### config.mk
export PLATFORM = sky130hd
export DESIGN_NAME = three_stacks_shared_array_core
export DESIGN_NICKNAME = d
export VERILOG_FILES = /design/src/design/tss_pkg.sv /design/src/design/tss_ram.sv /design/src/design/tss_front.sv /design/src/design/tss_queue.sv /design/src/design/tss_back.sv /design/src/design/three_stacks_shared_array_core.sv
export SDC_FILE = /design/constraint.sdc
export NUM_CORES = 1
export LEC_CHECK = 0
export ABC_AREA = 0
export BUFFER_PORTS_ARGS = -buffer_cell sky130_fd_sc_hd__buf_2
export CORE_MARGIN = 2
export CORE_UTILIZATION = 60
export CTS_CLUSTER_SIZE = 14
export DETAILED_ROUTE_END_ITERATION = 16
export GPL_TIMING_DRIVEN = 0
export HOLD_SLACK_MARGIN = 0.03
export PLACE_DENSITY_LB_ADDON = 0.15
export SYNTH_ARGS = -nofsm -noshare
export SYNTH_HDL_FRONTEND = slang
export SYNTH_SLANG_ARGS = --single-unit
export TNS_END_PERCENT = 50
### constraint.sdc
create_clock -name clk -period 25.3 [get_ports clk]
set_input_delay 0 -clock clk [delete_from_list [all_inputs] [get_ports clk]]
set_output_delay 0 -clock clk [all_outputs]
set_load 0.01 [all_outputs]
### src/design/tss_pkg.sv
`default_nettype none
// ----------------------------------------------------------------------------
// Three stacks in one array: shared package
// Sizes, pointer types, command and status codes, queue entry and state
// machine types, and small helper functions used by the back end.
// ----------------------------------------------------------------------------
package tss_pkg;

  // Memory geometry: three segments of SEG words each.
  localparam int SEG    = 8;
  localparam int WORDS  = 3 * SEG;
  localparam int DATA_W = 32;
  localparam int ADDR_W = $clog2(WORDS);
  // Signed stack pointers must hold -1 up to WORDS + 1.
  localparam int PTR_W  = $clog2(WORDS + 2) + 1;
  // Intermediate sums of two pointers need headroom.
  localparam int SUM_W  = PTR_W + 2;
  // Copy length counter holds up to WORDS.
  localparam int CNT_W  = $clog2(WORDS + 1);

  // Command queue between the front and the back end.
  localparam int Q_DEPTH = 2;
  localparam int QA_W    = (Q_DEPTH > 1) ? $clog2(Q_DEPTH) : 1;
  localparam int QC_W    = $clog2(Q_DEPTH + 1);

  typedef logic signed [PTR_W-1:0] ptr_t;
  typedef logic signed [SUM_W-1:0] sum_t;

  // Reset values of the stack pointers.
  localparam ptr_t LOWER_TOP_RST     = ptr_t'(-1);
  localparam ptr_t UPPER_TOP_RST     = ptr_t'(WORDS);
  localparam ptr_t MIDDLE_TOP_RST    = ptr_t'(SEG - 1);
  localparam ptr_t MIDDLE_BOTTOM_RST = ptr_t'(SEG);

  typedef enum logic [1:0] {
    CMD_PUSH = 2'd0,
    CMD_POP  = 2'd1,
    CMD_PEEK = 2'd2
  } cmd_t;

  typedef enum logic [1:0] {
    STK_LOWER  = 2'd0,
    STK_UPPER  = 2'd1,
    STK_MIDDLE = 2'd2
  } stack_t;

  typedef enum logic [1:0] {
    ST_OK    = 2'd0,
    ST_FULL  = 2'd1,
    ST_EMPTY = 2'd2
  } status_t;

  // Class of an accepted item, decided by the front end.
  typedef enum logic [1:0] {
    K_NOP  = 2'd0,
    K_PUSH = 2'd1,
    K_POP  = 2'd2,
    K_PEEK = 2'd3
  } kind_t;

  typedef enum logic [1:0] {
    BK_IDLE  = 2'd0,
    BK_READ  = 2'd1,
    BK_COPY  = 2'd2,
    BK_WRITE = 2'd3
  } bk_state_t;

  typedef struct packed {
    kind_t              kind;
    stack_t             sel;
    logic [DATA_W-1:0]  value;
  } item_t;

  typedef struct packed {
    logic full;
    logic empty;
  } q_stat_t;

  // Halve a signed sum, rounding toward zero.
  function automatic sum_t half_trunc(input sum_t s);
    sum_t adj;
    adj = s + sum_t'(s[SUM_W-1]);
    return adj >>> 1;
  endfunction

  // True when a pointer names a word of the memory.
  function automatic logic in_range(input ptr_t p);
    return (p >= ptr_t'(0)) && (p < ptr_t'(WORDS));
  endfunction

endpackage : tss_pkg
`default_nettype wire

### src/design/tss_ram.sv
`default_nettype none
// ----------------------------------------------------------------------------
// Generic RAM
// One write port and one read port, read data registered.
// ----------------------------------------------------------------------------
module tss_ram #(
  parameter int WIDTH = 32,
  parameter int DEPTH = 24
) (
  input  wire logic                     clk,
  input  wire logic                     we,
  input  wire logic [$clog2(DEPTH)-1:0] waddr,
  input  wire logic [WIDTH-1:0]         wdata,
  input  wire logic [$clog2(DEPTH)-1:0] raddr,
  output logic      [WIDTH-1:0]         rdata
);

  logic [WIDTH-1:0] mem_r [DEPTH];

  // Write port.
  always_ff @(posedge clk) begin
    if (we) begin
      mem_r[waddr] <= wdata;
    end
  end

  // Registered read port.
  always_ff @(posedge clk) begin
    rdata <= mem_r[raddr];
  end

endmodule : tss_ram
`default_nettype wire

### src/design/tss_front.sv
`default_nettype none
// ----------------------------------------------------------------------------
// Three stacks in one array: front end
// Accepts commands, sorts them into push, pop, peek or no-op, and hands
// them to the command queue.
// ----------------------------------------------------------------------------
module tss_front
  import tss_pkg::*;
(
  input  wire logic               start,
  output logic                    busy,
  input  wire logic [1:0]         in_command,
  input  wire logic [1:0]         in_stack_select,
  input  wire logic [DATA_W-1:0]  in_push_value,
  input  wire q_stat_t            q_stat,
  output logic                    q_push,
  output item_t                   q_item
);

  logic  cmd_ok;
  logic  sel_ok;
  kind_t kind;

  // The front end holds off new commands while the queue is full.
  assign busy   = q_stat.full;
  assign q_push = start && !q_stat.full;

  // Unknown commands or selectors become no-ops with an OK result.
  always_comb begin
    cmd_ok = in_command inside {CMD_PUSH, CMD_POP, CMD_PEEK};
    sel_ok = in_stack_select inside {STK_LOWER, STK_UPPER, STK_MIDDLE};
    kind   = K_NOP;
    if (cmd_ok && sel_ok) begin
      case (in_command)
        CMD_PUSH: kind = K_PUSH;
        CMD_POP:  kind = K_POP;
        CMD_PEEK: kind = K_PEEK;
        default:  kind = K_NOP;
      endcase
    end
  end

  assign q_item = '{kind: kind, sel: stack_t'(in_stack_select), value: in_push_value};

endmodule : tss_front
`default_nettype wire

### src/design/tss_queue.sv
`default_nettype none
// ----------------------------------------------------------------------------
// Three stacks in one array: command queue
// Short FIFO that decouples the front end from the back end.
// ----------------------------------------------------------------------------
module tss_queue
  import tss_pkg::*;
(
  input  wire logic    clk,
  input  wire logic    rst_n,
  input  wire logic    push,
  input  wire item_t   push_item,
  input  wire logic    pop,
  output item_t        head,
  output q_stat_t      stat
);

  item_t            slots_r [Q_DEPTH];
  logic [QA_W-1:0]  wr_ptr_r, wr_ptr_nxt;
  logic [QA_W-1:0]  rd_ptr_r, rd_ptr_nxt;
  logic [QC_W-1:0]  count_r, count_nxt;

  // Pointer and fill count updates; both ends may move in one cycle.
  always_comb begin
    wr_ptr_nxt = wr_ptr_r;
    rd_ptr_nxt = rd_ptr_r;
    count_nxt  = count_r;
    if (push) begin
      wr_ptr_nxt = (wr_ptr_r == QA_W'(Q_DEPTH - 1)) ? '0 : wr_ptr_r + QA_W'(1);
    end
    if (pop) begin
      rd_ptr_nxt = (rd_ptr_r == QA_W'(Q_DEPTH - 1)) ? '0 : rd_ptr_r + QA_W'(1);
    end
    if (push && !pop) begin
      count_nxt = count_r + QC_W'(1);
    end else if (pop && !push) begin
      count_nxt = count_r - QC_W'(1);
    end
  end

  always_ff @(posedge clk) begin
    if (!rst_n) begin
      wr_ptr_r <= '0;
      rd_ptr_r <= '0;
      count_r  <= '0;
    end else begin
      wr_ptr_r <= wr_ptr_nxt;
      rd_ptr_r <= rd_ptr_nxt;
      count_r  <= count_nxt;
    end
  end

  // Entry storage.
  always_ff @(posedge clk) begin
    if (push) begin
      slots_r[wr_ptr_r] <= push_item;
    end
  end

  assign head       = slots_r[rd_ptr_r];
  assign stat.full  = (count_r == QC_W'(Q_DEPTH));
  assign stat.empty = (count_r == '0);

endmodule : tss_queue
`default_nettype wire

### src/design/tss_back.sv
`default_nettype none
// ----------------------------------------------------------------------------
// Three stacks in one array: back end
// Keeps the stack pointers, plans each command, relocates the middle stack
// one word per cycle when a push collides, and produces the results.
// ----------------------------------------------------------------------------
module tss_back
  import tss_pkg::*;
(
  input  wire logic               clk,
  input  wire logic               rst_n,
  input  wire item_t              q_head,
  input  wire q_stat_t            q_stat,
  output logic                    q_pop,
  output logic                    out_valid,
  output logic [DATA_W-1:0]       out_read_value,
  output logic [1:0]              out_status
);

  // State and pointer registers.
  bk_state_t          state_r, state_nxt;
  ptr_t               lt_r, lt_nxt;
  ptr_t               ut_r, ut_nxt;
  ptr_t               mt_r, mt_nxt;
  ptr_t               mb_r, mb_nxt;

  // Relocation and pending push registers.
  ptr_t               src_r, src_nxt;
  ptr_t               delta_r, delta_nxt;
  logic               down_r, down_nxt;
  logic [CNT_W-1:0]   rd_left_r, rd_left_nxt;
  logic               pend_r, pend_nxt;
  ptr_t               pend_addr_r, pend_addr_nxt;
  ptr_t               push_addr_r, push_addr_nxt;
  logic [DATA_W-1:0]  push_val_r, push_val_nxt;

  // Result registers.
  logic               out_valid_r, out_valid_nxt;
  logic [DATA_W-1:0]  out_value_r, out_value_nxt;
  status_t            out_status_r, out_status_nxt;

  // Memory port.
  logic               ram_we;
  logic [ADDR_W-1:0]  ram_waddr;
  logic [DATA_W-1:0]  ram_wdata;
  logic [ADDR_W-1:0]  ram_raddr;
  logic [DATA_W-1:0]  ram_rdata;

  // Plan signals.
  sum_t               lt_s, ut_s, mt_s, mb_s;
  sum_t               used;
  logic               is_full;
  sum_t               new_lt, new_ut;
  logic               coll;
  sum_t               gap_c, mid_c, d0, shift;
  sum_t               new_mt, new_mb, fin_mt, wr_ptr;
  logic               need_copy;
  ptr_t               copy_src;
  logic [CNT_W-1:0]   copy_len;
  logic               is_empty;
  ptr_t               top_ptr;

  tss_ram #(
    .WIDTH (DATA_W),
    .DEPTH (WORDS)
  ) u_ram (
    .clk   (clk),
    .we    (ram_we),
    .waddr (ram_waddr),
    .wdata (ram_wdata),
    .raddr (ram_raddr),
    .rdata (ram_rdata)
  );

  // Plan the queue head against the current pointers.
  always_comb begin
    lt_s = sum_t'(lt_r);
    ut_s = sum_t'(ut_r);
    mt_s = sum_t'(mt_r);
    mb_s = sum_t'(mb_r);

    used = (lt_s + sum_t'(1)) + (sum_t'(WORDS) - ut_s) + (mt_s - mb_s + sum_t'(1));
    is_full = (used >= sum_t'(WORDS));

    // Push: advance the selected top and detect a collision.
    new_lt = lt_s;
    new_ut = ut_s;
    coll   = 1'b0;
    case (q_head.sel)
      STK_LOWER: begin
        new_lt = lt_s + sum_t'(1);
        coll   = (new_lt == mb_s);
      end
      STK_UPPER: begin
        new_ut = ut_s - sum_t'(1);
        coll   = (new_ut == mt_s);
      end
      STK_MIDDLE: begin
        coll = (mt_s + sum_t'(1) == ut_s);
      end
      default: coll = 1'b0;
    endcase

    // Recenter the middle stack in the gap between the other two.
    gap_c = half_trunc(new_lt + new_ut);
    mid_c = half_trunc(mb_s + mt_s);
    d0    = gap_c - mid_c;
    shift = '0;
    if (coll) begin
      shift = d0;
      // A middle push that still abuts the upper stack moves one more word down.
      if ((q_head.sel == STK_MIDDLE) && (mt_s + d0 + sum_t'(1) == ut_s)) begin
        shift = d0 - sum_t'(1);
      end
    end
    new_mt = mt_s + shift;
    new_mb = mb_s + shift;
    fin_mt = new_mt;
    case (q_head.sel)
      STK_LOWER:  wr_ptr = new_lt;
      STK_UPPER:  wr_ptr = new_ut;
      STK_MIDDLE: begin
        wr_ptr = new_mt + sum_t'(1);
        fin_mt = new_mt + sum_t'(1);
      end
      default:    wr_ptr = new_lt;
    endcase

    // A downward move copies from the bottom, an upward one from the top.
    need_copy = (shift != '0) && (mt_s >= mb_s);
    copy_src  = (shift < 0) ? mb_r : mt_r;
    copy_len  = CNT_W'(mt_s - mb_s + sum_t'(1));

    // Pop and peek: empty test and top word address.
    case (q_head.sel)
      STK_LOWER: begin
        is_empty = (lt_r == LOWER_TOP_RST);
        top_ptr  = lt_r;
      end
      STK_UPPER: begin
        is_empty = (ut_r == UPPER_TOP_RST);
        top_ptr  = ut_r;
      end
      STK_MIDDLE: begin
        is_empty = (mt_s == mb_s - sum_t'(1));
        top_ptr  = mt_r;
      end
      default: begin
        is_empty = 1'b1;
        top_ptr  = lt_r;
      end
    endcase
  end

  // Sequencer: next state, pointer updates and memory accesses.
  always_comb begin
    state_nxt      = state_r;
    lt_nxt         = lt_r;
    ut_nxt         = ut_r;
    mt_nxt         = mt_r;
    mb_nxt         = mb_r;
    src_nxt        = src_r;
    delta_nxt      = delta_r;
    down_nxt       = down_r;
    rd_left_nxt    = rd_left_r;
    pend_nxt       = pend_r;
    pend_addr_nxt  = pend_addr_r;
    push_addr_nxt  = push_addr_r;
    push_val_nxt   = push_val_r;
    out_valid_nxt  = 1'b0;
    out_value_nxt  = out_value_r;
    out_status_nxt = out_status_r;
    q_pop          = 1'b0;
    ram_we         = 1'b0;
    ram_waddr      = '0;
    ram_wdata      = push_val_r;
    ram_raddr      = '0;

    case (state_r)
      BK_IDLE: begin
        if (!q_stat.empty) begin
          q_pop          = 1'b1;
          out_value_nxt  = '0;
          out_status_nxt = ST_OK;
          case (q_head.kind)
            K_PUSH: begin
              if (is_full) begin
                out_valid_nxt  = 1'b1;
                out_status_nxt = ST_FULL;
              end else begin
                lt_nxt        = ptr_t'(new_lt);
                ut_nxt        = ptr_t'(new_ut);
                mt_nxt        = ptr_t'(fin_mt);
                mb_nxt        = ptr_t'(new_mb);
                push_addr_nxt = ptr_t'(wr_ptr);
                push_val_nxt  = q_head.value;
                src_nxt       = copy_src;
                delta_nxt     = ptr_t'(shift);
                down_nxt      = (shift > 0);
                rd_left_nxt   = copy_len;
                pend_nxt      = 1'b0;
                state_nxt     = need_copy ? BK_COPY : BK_WRITE;
              end
            end
            K_POP, K_PEEK: begin
              if (is_empty) begin
                out_valid_nxt  = 1'b1;
                out_status_nxt = ST_EMPTY;
              end else begin
                ram_raddr = top_ptr[ADDR_W-1:0];
                if (q_head.kind == K_POP) begin
                  case (q_head.sel)
                    STK_LOWER:  lt_nxt = lt_r - ptr_t'(1);
                    STK_UPPER:  ut_nxt = ut_r + ptr_t'(1);
                    STK_MIDDLE: mt_nxt = mt_r - ptr_t'(1);
                    default:    lt_nxt = lt_r;
                  endcase
                end
                state_nxt = BK_READ;
              end
            end
            default: begin
              out_valid_nxt = 1'b1;
            end
          endcase
        end
      end

      BK_READ: begin
        out_valid_nxt  = 1'b1;
        out_value_nxt  = ram_rdata;
        out_status_nxt = ST_OK;
        state_nxt      = BK_IDLE;
      end

      BK_COPY: begin
        // Read one word ahead while the previous one is written back.
        if (pend_r) begin
          ram_we    = in_range(pend_addr_r);
          ram_waddr = pend_addr_r[ADDR_W-1:0];
          ram_wdata = ram_rdata;
        end
        if (rd_left_r != '0) begin
          ram_raddr     = src_r[ADDR_W-1:0];
          src_nxt       = down_r ? src_r - ptr_t'(1) : src_r + ptr_t'(1);
          rd_left_nxt   = rd_left_r - CNT_W'(1);
          pend_nxt      = 1'b1;
          pend_addr_nxt = src_r + delta_r;
        end else begin
          pend_nxt  = 1'b0;
          state_nxt = BK_WRITE;
        end
      end

      BK_WRITE: begin
        ram_we         = in_range(push_addr_r);
        ram_waddr      = push_addr_r[ADDR_W-1:0];
        ram_wdata      = push_val_r;
        out_valid_nxt  = 1'b1;
        out_value_nxt  = '0;
        out_status_nxt = ST_OK;
        state_nxt      = BK_IDLE;
      end

      default: begin
        state_nxt = BK_IDLE;
      end
    endcase
  end

  // Control registers.
  always_ff @(posedge clk) begin
    if (!rst_n) begin
      state_r     <= BK_IDLE;
      lt_r        <= LOWER_TOP_RST;
      ut_r        <= UPPER_TOP_RST;
      mt_r        <= MIDDLE_TOP_RST;
      mb_r        <= MIDDLE_BOTTOM_RST;
      rd_left_r   <= '0;
      pend_r      <= 1'b0;
      out_valid_r <= 1'b0;
    end else begin
      state_r     <= state_nxt;
      lt_r        <= lt_nxt;
      ut_r        <= ut_nxt;
      mt_r        <= mt_nxt;
      mb_r        <= mb_nxt;
      rd_left_r   <= rd_left_nxt;
      pend_r      <= pend_nxt;
      out_valid_r <= out_valid_nxt;
    end
  end

  // Payload registers.
  always_ff @(posedge clk) begin
    src_r        <= src_nxt;
    delta_r      <= delta_nxt;
    down_r       <= down_nxt;
    pend_addr_r  <= pend_addr_nxt;
    push_addr_r  <= push_addr_nxt;
    push_val_r   <= push_val_nxt;
    out_value_r  <= out_value_nxt;
    out_status_r <= out_status_nxt;
  end

  assign out_valid      = out_valid_r;
  assign out_read_value = out_value_r;
  assign out_status     = out_status_r;

endmodule : tss_back
`default_nettype wire

### src/design/three_stacks_shared_array_core.sv
`default_nettype none
// A pop or peek passes through BK_READ, and a push through BK_WRITE, before its result
// strobe; an error or unknown command is answered from BK_IDLE. The back end takes one
// command at a time through the single memory port, and a push that moves the middle stack
// first copies its words in BK_COPY. Results cannot be stalled. Reset empties all three
// stacks and the command queue; memory contents stay undefined until written, with no
// clearing pass.
// ----------------------------------------------------------------------------
// Three stacks in one array: top level
// Front end, command queue and back end for three stacks sharing one memory.
// ----------------------------------------------------------------------------
module three_stacks_shared_array_core
  import tss_pkg::*;
(
  input  wire logic               clk,
  input  wire logic               rst_n,
  input  wire logic               start,
  output logic                    busy,
  input  wire logic [1:0]         in_command,
  input  wire logic [1:0]         in_stack_select,
  input  wire logic [DATA_W-1:0]  in_push_value,
  output logic                    out_valid,
  output logic [DATA_W-1:0]       out_read_value,
  output logic [1:0]              out_status
);

  q_stat_t q_stat;
  item_t   q_item;
  item_t   q_head;
  logic    q_push;
  logic    q_pop;

  // Command decode and accept.
  tss_front u_front (
    .start           (start),
    .busy            (busy),
    .in_command      (in_command),
    .in_stack_select (in_stack_select),
    .in_push_value   (in_push_value),
    .q_stat          (q_stat),
    .q_push          (q_push),
    .q_item          (q_item)
  );

  // Queue between the two ends.
  tss_queue u_queue (
    .clk       (clk),
    .rst_n     (rst_n),
    .push      (q_push),
    .push_item (q_item),
    .pop       (q_pop),
    .head      (q_head),
    .stat      (q_stat)
  );

  // Stack engine.
  tss_back u_back (
    .clk            (clk),
    .rst_n          (rst_n),
    .q_head         (q_head),
    .q_stat         (q_stat),
    .q_pop          (q_pop),
    .out_valid      (out_valid),
    .out_read_value (out_read_value),
    .out_status     (out_status)
  );

endmodule : three_stacks_shared_array_core
`default_nettype wire

After elaboration in Yosys (flattened, before gate mapping)
Memories as Yosys holds them, arrays and structs flattened. A register that Yosys moved wholly into a read port is not among the register bits.
Cells that the tools add are included.
W data, S select, Z words.
{"block": "totals", "inputBits": 39, "ram_bits": 840, "out_inout_bits": 36, "ff_bits": 128, "mem_count": 2, "elab_cells": 218}
{"name": "u_back.u_ram.mem_r", "words": 24, "width": 32, "read_ports": 1, "rd_ports_with_merged_regs": 1, "wr": 1, "line": "tss_ram.sv:18", "source": "logic [WIDTH-1:0] mem_r [DEPTH];"}
{"name": "u_queue.slots_r", "words": 2, "width": 36, "read_ports": 1, "rd_ports_with_merged_regs": 1, "wr": 1, "line": "tss_queue.sv:18", "source": "item_t slots_r [Q_DEPTH];"}
{"block": "op_classes", "order_cmp": 8, "eq_ne": 34, "addsub": 31, "reduce_logical": 37, "bitwise_logic": 2, "muxes": 85}
{"op": "$mux W6", "n": 19}
{"op": "$mux W32", "n": 3}
{"op": "$pmux W32 S3", "n": 1}
{"op": "$pmux W6 S2", "n": 5}
{"op": "$mux W5", "n": 9}
{"op": "$pmux W5 S2", "n": 4}
{"op": "$mux W8", "n": 4}
{"op": "$eq A7 B6 Y1", "n": 3}
{"op": "$reduce_and A7 Y1", "n": 3}
{"op": "$mux W1", "n": 20}
{"op": "$add A6 B2 Y6 const B", "n": 3}
{"op": "$add A6 B6 Y6", "n": 3}
{"op": "$mux W2", "n": 9}
{"op": "$sub A6 B2 Y6 const B", "n": 3}
{"op": "$add A8 B2 Y8 const B", "n": 2}
{"op": "$add A8 B8 Y8", "n": 2}
{"op": "$eq A2 B2 Y1 const B", "n": 8}
{"op": "$ne A2 B2 Y1 const B", "n": 8}
{"op": "$add A6 B2 Y7 const B", "n": 2}
{"op": "$sub A6 B2 Y7 const B", "n": 2}
{"op": "$ge A6 B1 Y1 const B", "n": 2}
{"op": "$lt A6 B6 Y1 const B", "n": 2}
{"op": "$pmux W2 S2", "n": 3}
{"op": "$pmux W2 S3", "n": 2}
{"op": "38 further kinds", "n": 75}

Logic depth before layout (Yosys ltp)
Gate-level depths: netlist (run 1).
{"block": "depth", "word_depth": 18, "ltp_mapped": 53, "depth_no_buf": 48}

Cells and area by module
A second synthesis (run 1) with hierarchy kept.
{"block": "hier_totals", "hier_cells": 2851, "area_unflattened_um2": 44014.7}
{"module": "tss_ram", "seq_area_each_um2": 23702.7, "n_inst": 1, "cells_per_inst": 1544, "area_each_um2": 30330.3}
{"module": "tss_back", "seq_area_each_um2": 3393.3, "n_inst": 1, "cells_per_inst": 1129, "area_each_um2": 10522.6}
{"module": "tss_queue", "seq_area_each_um2": 2262.2, "n_inst": 1, "cells_per_inst": 134, "area_each_um2": 2825.2}
{"module": "tss_front", "seq_area_each_um2": 0.0, "n_inst": 1, "cells_per_inst": 44, "area_each_um2": 336.6}

Least setup slack after synthesis (run 1)
No wires, ideal clock.
{"block": "synth_timing", "path_type": "reg-to-reg", "startpoint": "register (tool-made name)", "endpoint": "register u_back.push_addr_r[5], data pin", "setup_time_ns": 0.282, "slack_ns": 15.643, "t_required_ns": 25.018, "arrival_ns": 9.374, "path_stages_with_launch": 50, "period_less_slack_ns": 9.657, "path_buffers": 5, "path_cell_list": "dfxtp_1 > clkbuf_1 > buf_1 > mux2i_1 > ha_1 > clkbuf_1 > buf_1 > nand2b_1 > o21ai_0 > ha_1 > a21o_1 > a21oi_1 > inv_1 > a31oi_1 > a21oi_1 > nand3b_1 > o21ai_1 > ha_1 > [... 14 more ...] > or3b_2 > o2111ai_1 > a211oi_1 > a21oi_2 > nand4bb_1 > and2_4 > buf_2 > xnor2_1 > nor2_1 > ha_1 > fa_1 > xor2_1 > and3_1 > nand3_1 > nand2_1 > nor3b_1 > a31oi_1 > a41oi_1"}
{"item": "end signal, assigned", "line": "tss_back.sv:300", "source": "push_addr_r <= push_addr_nxt;"}
{"item": "end, declared", "line": "tss_back.sv:34", "source": "ptr_t push_addr_r, push_addr_nxt;"}

==> impl_metrics.env, run 1 <==
export IMPL_worstRegToRegCells=50
export IMPL_hold_path_class="in2reg"
export IMPL_cts_buffers=99
export IMPL_async_flop_share_pct=0
export IMPL_antenna_found_initial=1
export IMPL_drt_vias_per_instance=6.36
export IMPL_ys_seq_elements=1001
export IMPL_final_cell_area_mm2=0.0494
export IMPL_fin_util_pct=69.2
export IMPL_synth_seq_area_share_pct=68.0
export IMPL_yosys_warnings=0
export IMPL_finalSetupViolCount=0
export IMPL_cts_tree="yes"
export IMPL_slowest_delay_ns=1.03
export IMPL_grt_max_degree=55
export IMPL_syn_inst=2933
export IMPL_cp_slowest_cell="buf_1"
export IMPL_layout_drive_gt1_share_pct=15.4
export IMPL_fmax_mhz=77.1
export IMPL_cap_viol_max_count=0
export IMPL_status="finished, final reports clean"
export IMPL_synth_area_mm2=0.0432
export IMPL_fin_skew_ns=0.0394
export IMPL_grtUsageMet2_pct=50.1
export IMPL_vias=26900
export IMPL_min_period_ns=12.98
export IMPL_whs_path_depth=2
export IMPL_rsz0062_at_grt="false"
export IMPL_core_rowCount=98
export IMPL_clock_path_buffers=3
export IMPL_fin_crit_sh_pct=51.3
export IMPL_detail_route_wl_per_cell_um=27.0
export IMPL_die_area_mm2=0.0741
export IMPL_crit_top_cell="ha_1"
export IMPL_root_buffer="clkbuf_16"
export IMPL_grt_busiest_layer="met2"
export IMPL_detail_route_first_pass_iterations=6
export IMPL_worstPathMaxFanout=10
export IMPL_remaining_drc_errors=0
export IMPL_grt_met1_usage_pct=41.9
export IMPL_slew_viol_final=0
export IMPL_relSlewSlack_pct=11.9
export IMPL_cts_sinks=1001
export IMPL_cts_htree_levels=3
export IMPL_ant_nets=0
export IMPL_area_growth_pct=14.3
export IMPL_place_gp_congestion=0.928
export IMPL_io_pins=75
export IMPL_syn_avg_cell_area_um2=14.7
export IMPL_nets=3347
export IMPL_grt_pass1_vias=26900
export IMPL_fp_dieW_um=272
export IMPL_gr_total_overflow=0
export IMPL_placed_cell_area_mm2=0.0456
export IMPL_yosys_most_used_dff="edfxtp_1"
export IMPL_chipHeight_um=272
export IMPL_critPathTopFamily="compound AO/OA/AOI/OAI gates"
export IMPL_arrival_ns=13.33
export IMPL_insertion_delay_ns=0.68
export IMPL_critical_path_class="reg2reg"
export IMPL_syn_num_nets=3090
export IMPL_grt_pass1_wl_um=168000
export IMPL_core_area_mm2=0.0714
export IMPL_path_clk_slew_ns=0.06
export IMPL_required_ns=25.66
export IMPL_worstMarginPinSlew_ns=1.32
export IMPL_cp_end_kind="flop"
export IMPL_drt_wl_total_um=114000
export IMPL_drtIter0Drc=3059
export IMPL_yosysUniqueCellTypes=79
export IMPL_grt_met3_usage_pct=5.27
export IMPL_io_buffers=74
export IMPL_cts_resized=0
export IMPL_finalHoldViolations=0
export IMPL_dp_hpwl_um=75400
export IMPL_critPathBufInv=7
export IMPL_tns_ns=0
export IMPL_antenna_cells=0
export IMPL_start_kind="flop"
export IMPL_path_depth=50
export IMPL_postCtsSetupBuffers=0
export IMPL_start_util_pct=60.5
export IMPL_synth_edff_count=931
export IMPL_grt_total_usage_pct=30.9
export IMPL_fillers=4786
cells in the mapped netlist, types with 9 or more instances:
library cell  instances  share of area, %
edfxtp_1            931                65
nand2_1             425               3.7
mux4_2              128               6.7
nand3_1             117               1.4
nor2_1              111              0.97
clkbuf_1            101              0.88
ha_1                100               2.9
inv_1                93              0.81
a21oi_1              78              0.90
xnor2_1              76               1.5
a22oi_1              75               1.3
dfxtp_1              70               3.2
o21ai_0              62              0.72
nand4_1              42              0.61
xor2_1               41              0.83
and3_1               40              0.58
and2_1               38              0.55
nor3_1               36              0.42
o211ai_1             36              0.63
buf_2                35              0.41
mux2_2               35              0.91
a21o_1               21              0.37
fa_1                 18              0.83
mux2i_1              17              0.39
nand2b_1             13              0.19
nor2b_1              13              0.19
buf_1                12              0.10
a31oi_1              10              0.14
or3_1                10              0.14
a211oi_1              9              0.16
nor3b_1               9              0.16
o21a_1                9              0.16
metal layers:
| layer | wire length, um | vias up |
|---|---|---|
| met3 | 9640 | 270 |
| met5 | 0 | - |
| li1 | - | 11700 |
| met2 | 55100 | 1370 |
| met1 | 44800 | 13600 |
| met4 | 4540 | 0 |
final cells by class:
type	instances	area [um^2]	area share (%)
buffer	150	617	1.25
clock buffer	139	2790	5.65
clock inverter	48	468	0.948
inverter	93	349	0.707
multi-input combinational	1689	13000	26.4
sequential	1001	29400	59.5
tap	950	1190	2.41
timing repair buffer	156	1540	3.12
worst register-to-register path: cells and delay by family, from the launching register on:
kind	cells	cell delay [ns]
AO/OA/AOI/OAI	16	3.06
AND/OR/NAND/NOR	15	2.48
flip-flops	1	0.30
adder cells (fa/ha/maj)	7	2.32
XOR/XNOR	4	1.17
multiplexers	1	0.37
buffers and inverters	7	3.01
state kept, by name (all words and copies together), names as in the netlist, 5 cells and up, named ones only:
register / cells
u_back.ut_r: 6
u_back.pend_addr_r: 6
u_queue.slots_r: 72
u_back.u_ram.mem_r: 768
u_back.rd_left_r: 5
u_back.push_val_r: 32
u_back.delta_r: 6
u_back.src_r: 6
u_back.lt_r: 6
u_back.u_ram.rdata: 32
u_back.mb_r: 6
u_back.out_read_value: 32
u_back.mt_r: 6
u_back.push_addr_r: 6
repair_timing:
item / in CTS / in global routing
endpoints found under the setup margin: 0 / 0
hold endpoints to repair: 97 / 0
hold buffers: 54 / 0
path summary, 6_finish.rpt:
path	endpoint	from	slack [ns]
worst max-delay path	u_back.push_addr_r[5]	flop	12.32
worst min-delay path	u_queue.slots_r[0][27]	in_push_value[27]	0.07
worst max register to register	u_back.push_addr_r[5]	flop	12.32
worst min register to register	u_back.out_read_value[28]	u_back.u_ram.rdata[28]	0.52
per-stage QoR:
step | setup WS (ns) | hold slack (ns) | std cells
after floorplan | 15.64 | 0.0989 | 2933
after detailed placement | 12.54 | 0.192 | 3985
after global routing | 11.46 | 0.0619 | 4226
final | 12.32 | 0.0679 | 4226
after CTS | 12.49 | 0.0339 | 4226
after global placement | 12.93 | 0.188 | 3957
placed cells by master, fill, tap and decap left out, types with 76 or more instances in the layout:
cell type,instances
edfxtp_1,931
nand2_1,425
mux4_2,128
clkbuf_1,127
nand3_1,117
buf_2,108
clkbuf_16,101
ha_1,100
inv_1,93
nor2_1,86
a21oi_1,78
xnor2_1,76
logic make-up (layout without fill, tap and decap cells):
kind of cell    after synthesis  in the layout  share of synthesized area (%)
mux                         180            180                           7.99
buf+inv                     243            586                           2.23
fa+ha+maj                   119            119                           3.76
xor+xnor                    118            118                           2.43
compound gates              381            381                           6.01
flops                      1001           1001                           68.0
simple gates                891            891                           9.59
Power of run 1 is left out: the tool's default activity adds up to more than one toggle a clock period on the data nets, which glitch-free logic cannot reach.
==> run 2: changes to the inputs <==
--- a/config.mk
+++ b/config.mk
@@ -5,7 +5,7 @@
 export SDC_FILE = /design/constraint.sdc
 export NUM_CORES = 1
 export LEC_CHECK = 0
-export ABC_AREA = 0
+export ABC_AREA = 1
 export BUFFER_PORTS_ARGS = -buffer_cell sky130_fd_sc_hd__buf_2
 export CORE_MARGIN = 2
 export CORE_UTILIZATION = 60
==> constraint.sdc (replaced) <==
create_clock -name clk -period 12.95 [get_ports clk]
set_input_delay 0 -clock clk [delete_from_list [all_inputs] [get_ports clk]]
set_output_delay 0 -clock clk [all_outputs]
set_load 0.01 [all_outputs]
==> impl_metrics.env, run 2 <==
export IMPL_status="finished, final reports clean"
export IMPL_final_common_cell="edfxtp_1"
export IMPL_insertion_delay_ns=0.68
export IMPL_cp_end_kind="flop"
export IMPL_worstMarginPinSlew_ns=1.14
export IMPL_relSlewSlack_pct=23.7
export IMPL_synth_edff_count=931
export IMPL_worstPathMaxFanout=11
export IMPL_ff2ff_setup_slack_ns=2.31
export IMPL_regMostFlops="u_back.u_ram.mem_r"
export IMPL_required_ns=13.41
export IMPL_area_growth_pct=14.6
export IMPL_cts_buffers=100
export IMPL_synth_area_mm2=0.0461
export IMPL_remaining_drc_errors=0
export IMPL_yosysMostFrequentCell="edfxtp_1"
export IMPL_fillers=5434
export IMPL_worstRegToRegCells=53
export IMPL_r2r_end="u_back.push_addr_r[5]"
export IMPL_root_buffer="clkbuf_16"
export IMPL_cts_htree_levels=3
export IMPL_ff_latch_area_mm2=0.0294
export IMPL_io_pins=75
export IMPL_hold_path_class="in2reg"
export IMPL_critical_path_class="reg2reg"
export IMPL_core_rowCount=101
export IMPL_yosysUniqueCellTypes=60
export IMPL_place_gp_congestion=0.956
export IMPL_drt_vias_per_instance=5.76
export IMPL_slowest_delay_ns=0.68
export IMPL_whs_path_depth=2
export IMPL_timing_hold_ws_ns=0.0514
export IMPL_die_area_mm2=0.0791
export IMPL_grt_max_degree=34
export IMPL_finalSetupViolCount=0
export IMPL_path_clk_slew_ns=0.06
export IMPL_fin_skew_ns=0.0344
export IMPL_grt_total_usage_pct=32.4
export IMPL_fmax_mhz=93.9
export IMPL_clock_path_buffers=3
export IMPL_tns_ns=0
export IMPL_grt_pass1_wl_um=188000
export IMPL_gr_total_overflow=0
export IMPL_syn_num_nets=4416
export IMPL_largest_reg_flops=768
export IMPL_syn_inst=4259
export IMPL_chipHeight_um=281
export IMPL_vias=32500
export IMPL_yosys_warnings=0
export IMPL_detail_route_first_pass_iterations=8
export IMPL_critPathBufInv=12
export IMPL_fin_crit_sh_pct=82.2
export IMPL_grt_met1_usage_pct=42.6
export IMPL_critPathTopFamily="simple AND/OR/NAND/NOR gates"
export IMPL_io_buffers=74
export IMPL_min_period_ns=10.64
export IMPL_netlist_area_leader_share_pct=60.6
export IMPL_drtIter0Drc=3813
export IMPL_grt_met3_usage_pct=5.10
export IMPL_ant_nets=0
export IMPL_slew_viol_final=0
export IMPL_start_kind="flop"
export IMPL_nets=4683
export IMPL_multi_input_area_mm2=0.0136
export IMPL_core_area_mm2=0.0761
export IMPL_syn_avg_cell_area_um2=10.8
export IMPL_detail_route_wl_per_cell_um=22.5
export IMPL_yosys_area_top_type="edfxtp_1"
export IMPL_ys_seq_elements=1001
export IMPL_grt_pass1_vias=31400
export IMPL_final_cell_mix="edfxtp_1 (931), nand2_1 (770), inv_1 (627), nand3_1 (481), o211ai_1 (202)"
export IMPL_synth_seq_area_share_pct=63.6
export IMPL_finalHoldViolations=0
export IMPL_rsz0062_at_grt="false"
export IMPL_grtUsageMet2_pct=52.8
export IMPL_cap_viol_max_count=0
export IMPL_dp_hpwl_um=89400
export IMPL_fp_dieW_um=281
export IMPL_worstHoldStart="in_push_value[20]"
export IMPL_synth_area_leaders="edfxtp_1 (61%), nand2_1 (6.3%), nand3_1 (5.2%)"
export IMPL_layout_drive_gt1_share_pct=12.9
export IMPL_synth_commonest_cells="edfxtp_1 (931), nand2_1 (770), inv_1 (627)"
export IMPL_cts_tree="yes"
export IMPL_async_flop_share_pct=0
export IMPL_start_util_pct=60.6
export IMPL_arrival_ns=11.11
export IMPL_reg_top3="u_back.u_ram.mem_r x768, u_queue.slots_r x72"
export IMPL_cp_slowest_cell="o21ai_0"
export IMPL_cts_sinks=1001
export IMPL_yosys_most_used_dff="edfxtp_1"
export IMPL_drt_wl_total_um=127000
export IMPL_min_to="u_queue.slots_r[0][20]"
export IMPL_grt_busiest_layer="met2"
export IMPL_fin_util_pct=69.5
export IMPL_antenna_found_initial=0
run 2: cell count changes after synthesis, sizes merged, moves of 50 or more:
cell,before,now
nor2,111,216
o211ai,36,202
a22oi,75,3
clkbuf,101,51
or2,5,102
nand2,425,777
mux4,128,0
inv,93,646
o21ai,64,200
buf,49,150
nand3,117,488
run 2: worst register-to-register path: cells and delay by family (launching register included):
family | cells | cell delay, ns
AO/OA/AOI/OAI | 6 | 1.69
XOR/XNOR | 3 | 0.88
adder cells (fa/ha/maj) | 6 | 2.47
buffers and inverters | 12 | 2.11
flip-flops | 1 | 0.36
AND/OR/NAND/NOR | 26 | 2.95
run 2: kinds of logic (layout without fill, tap and decap cells):
group	count (synthesis)	in the layout	share of synthesized area, %
flops	1001	1001	63.6
xor+xnor	84	84	1.63
buf+inv	848	1202	7.52
mux	33	33	0.803
simple gates	1631	1631	15.6
compound gates	544	544	7.32
other cells	0	1	0
fa+ha+maj	118	118	3.49
run 2: area by class of cell:
class	count	share of cell area, %
Clock inverter	59	1.20
Antenna cell	1	0.00473
Sequential cell	1001	55.5
Inverter	647	4.60
Buffer	201	1.97
Tap cell	1030	2.44
Multi-Input combinational cell	2410	25.8
Timing Repair Buffer	165	3.38
Clock buffer	130	5.08
run 2: what timing repair did:
action / in CTS / in global routing
buffers inserted: 0 / 0
endpoints found under the hold margin: 85 / 0
hold buffers: 44 / 0
resized for setup: 0 / 0
run 2: how the worst max path moves through the flow:
stage,end,cells past startpoint
2_1_floorplan,u_back.push_addr_r[5],55
3_3_place_gp,u_back.push_addr_r[5],53
3_5_place_dp,u_back.push_addr_r[5],53
4_1_cts,u_back.push_addr_r[5],53
5_1_grt,u_back.push_addr_r[5],52
6_report,u_back.push_addr_r[5],53
run 2: layer usage:
| layer | share of wire, % | up-vias |
|---|---|---|
| met3 | 8.1 | 317 |
| met1 | 39 | 15600 |
| met4 | 5.1 | 0 |
| li1 | - | 15100 |
| met5 | 0 | - |
| met2 | 48 | 1545 |
run 2: stage by stage:
stage	instance area, um^2	worst slack (ns)	instances
4_1_cts	52900	2.30	5643
3_3_place_gp	47800	2.46	5363
2_1_floorplan	46100	4.73	4259
5_1_grt	52900	1.34	5643
6_report	52900	2.31	5644
3_5_place_dp	49100	2.35	5410
Power of run 2 is left out for the same reason.
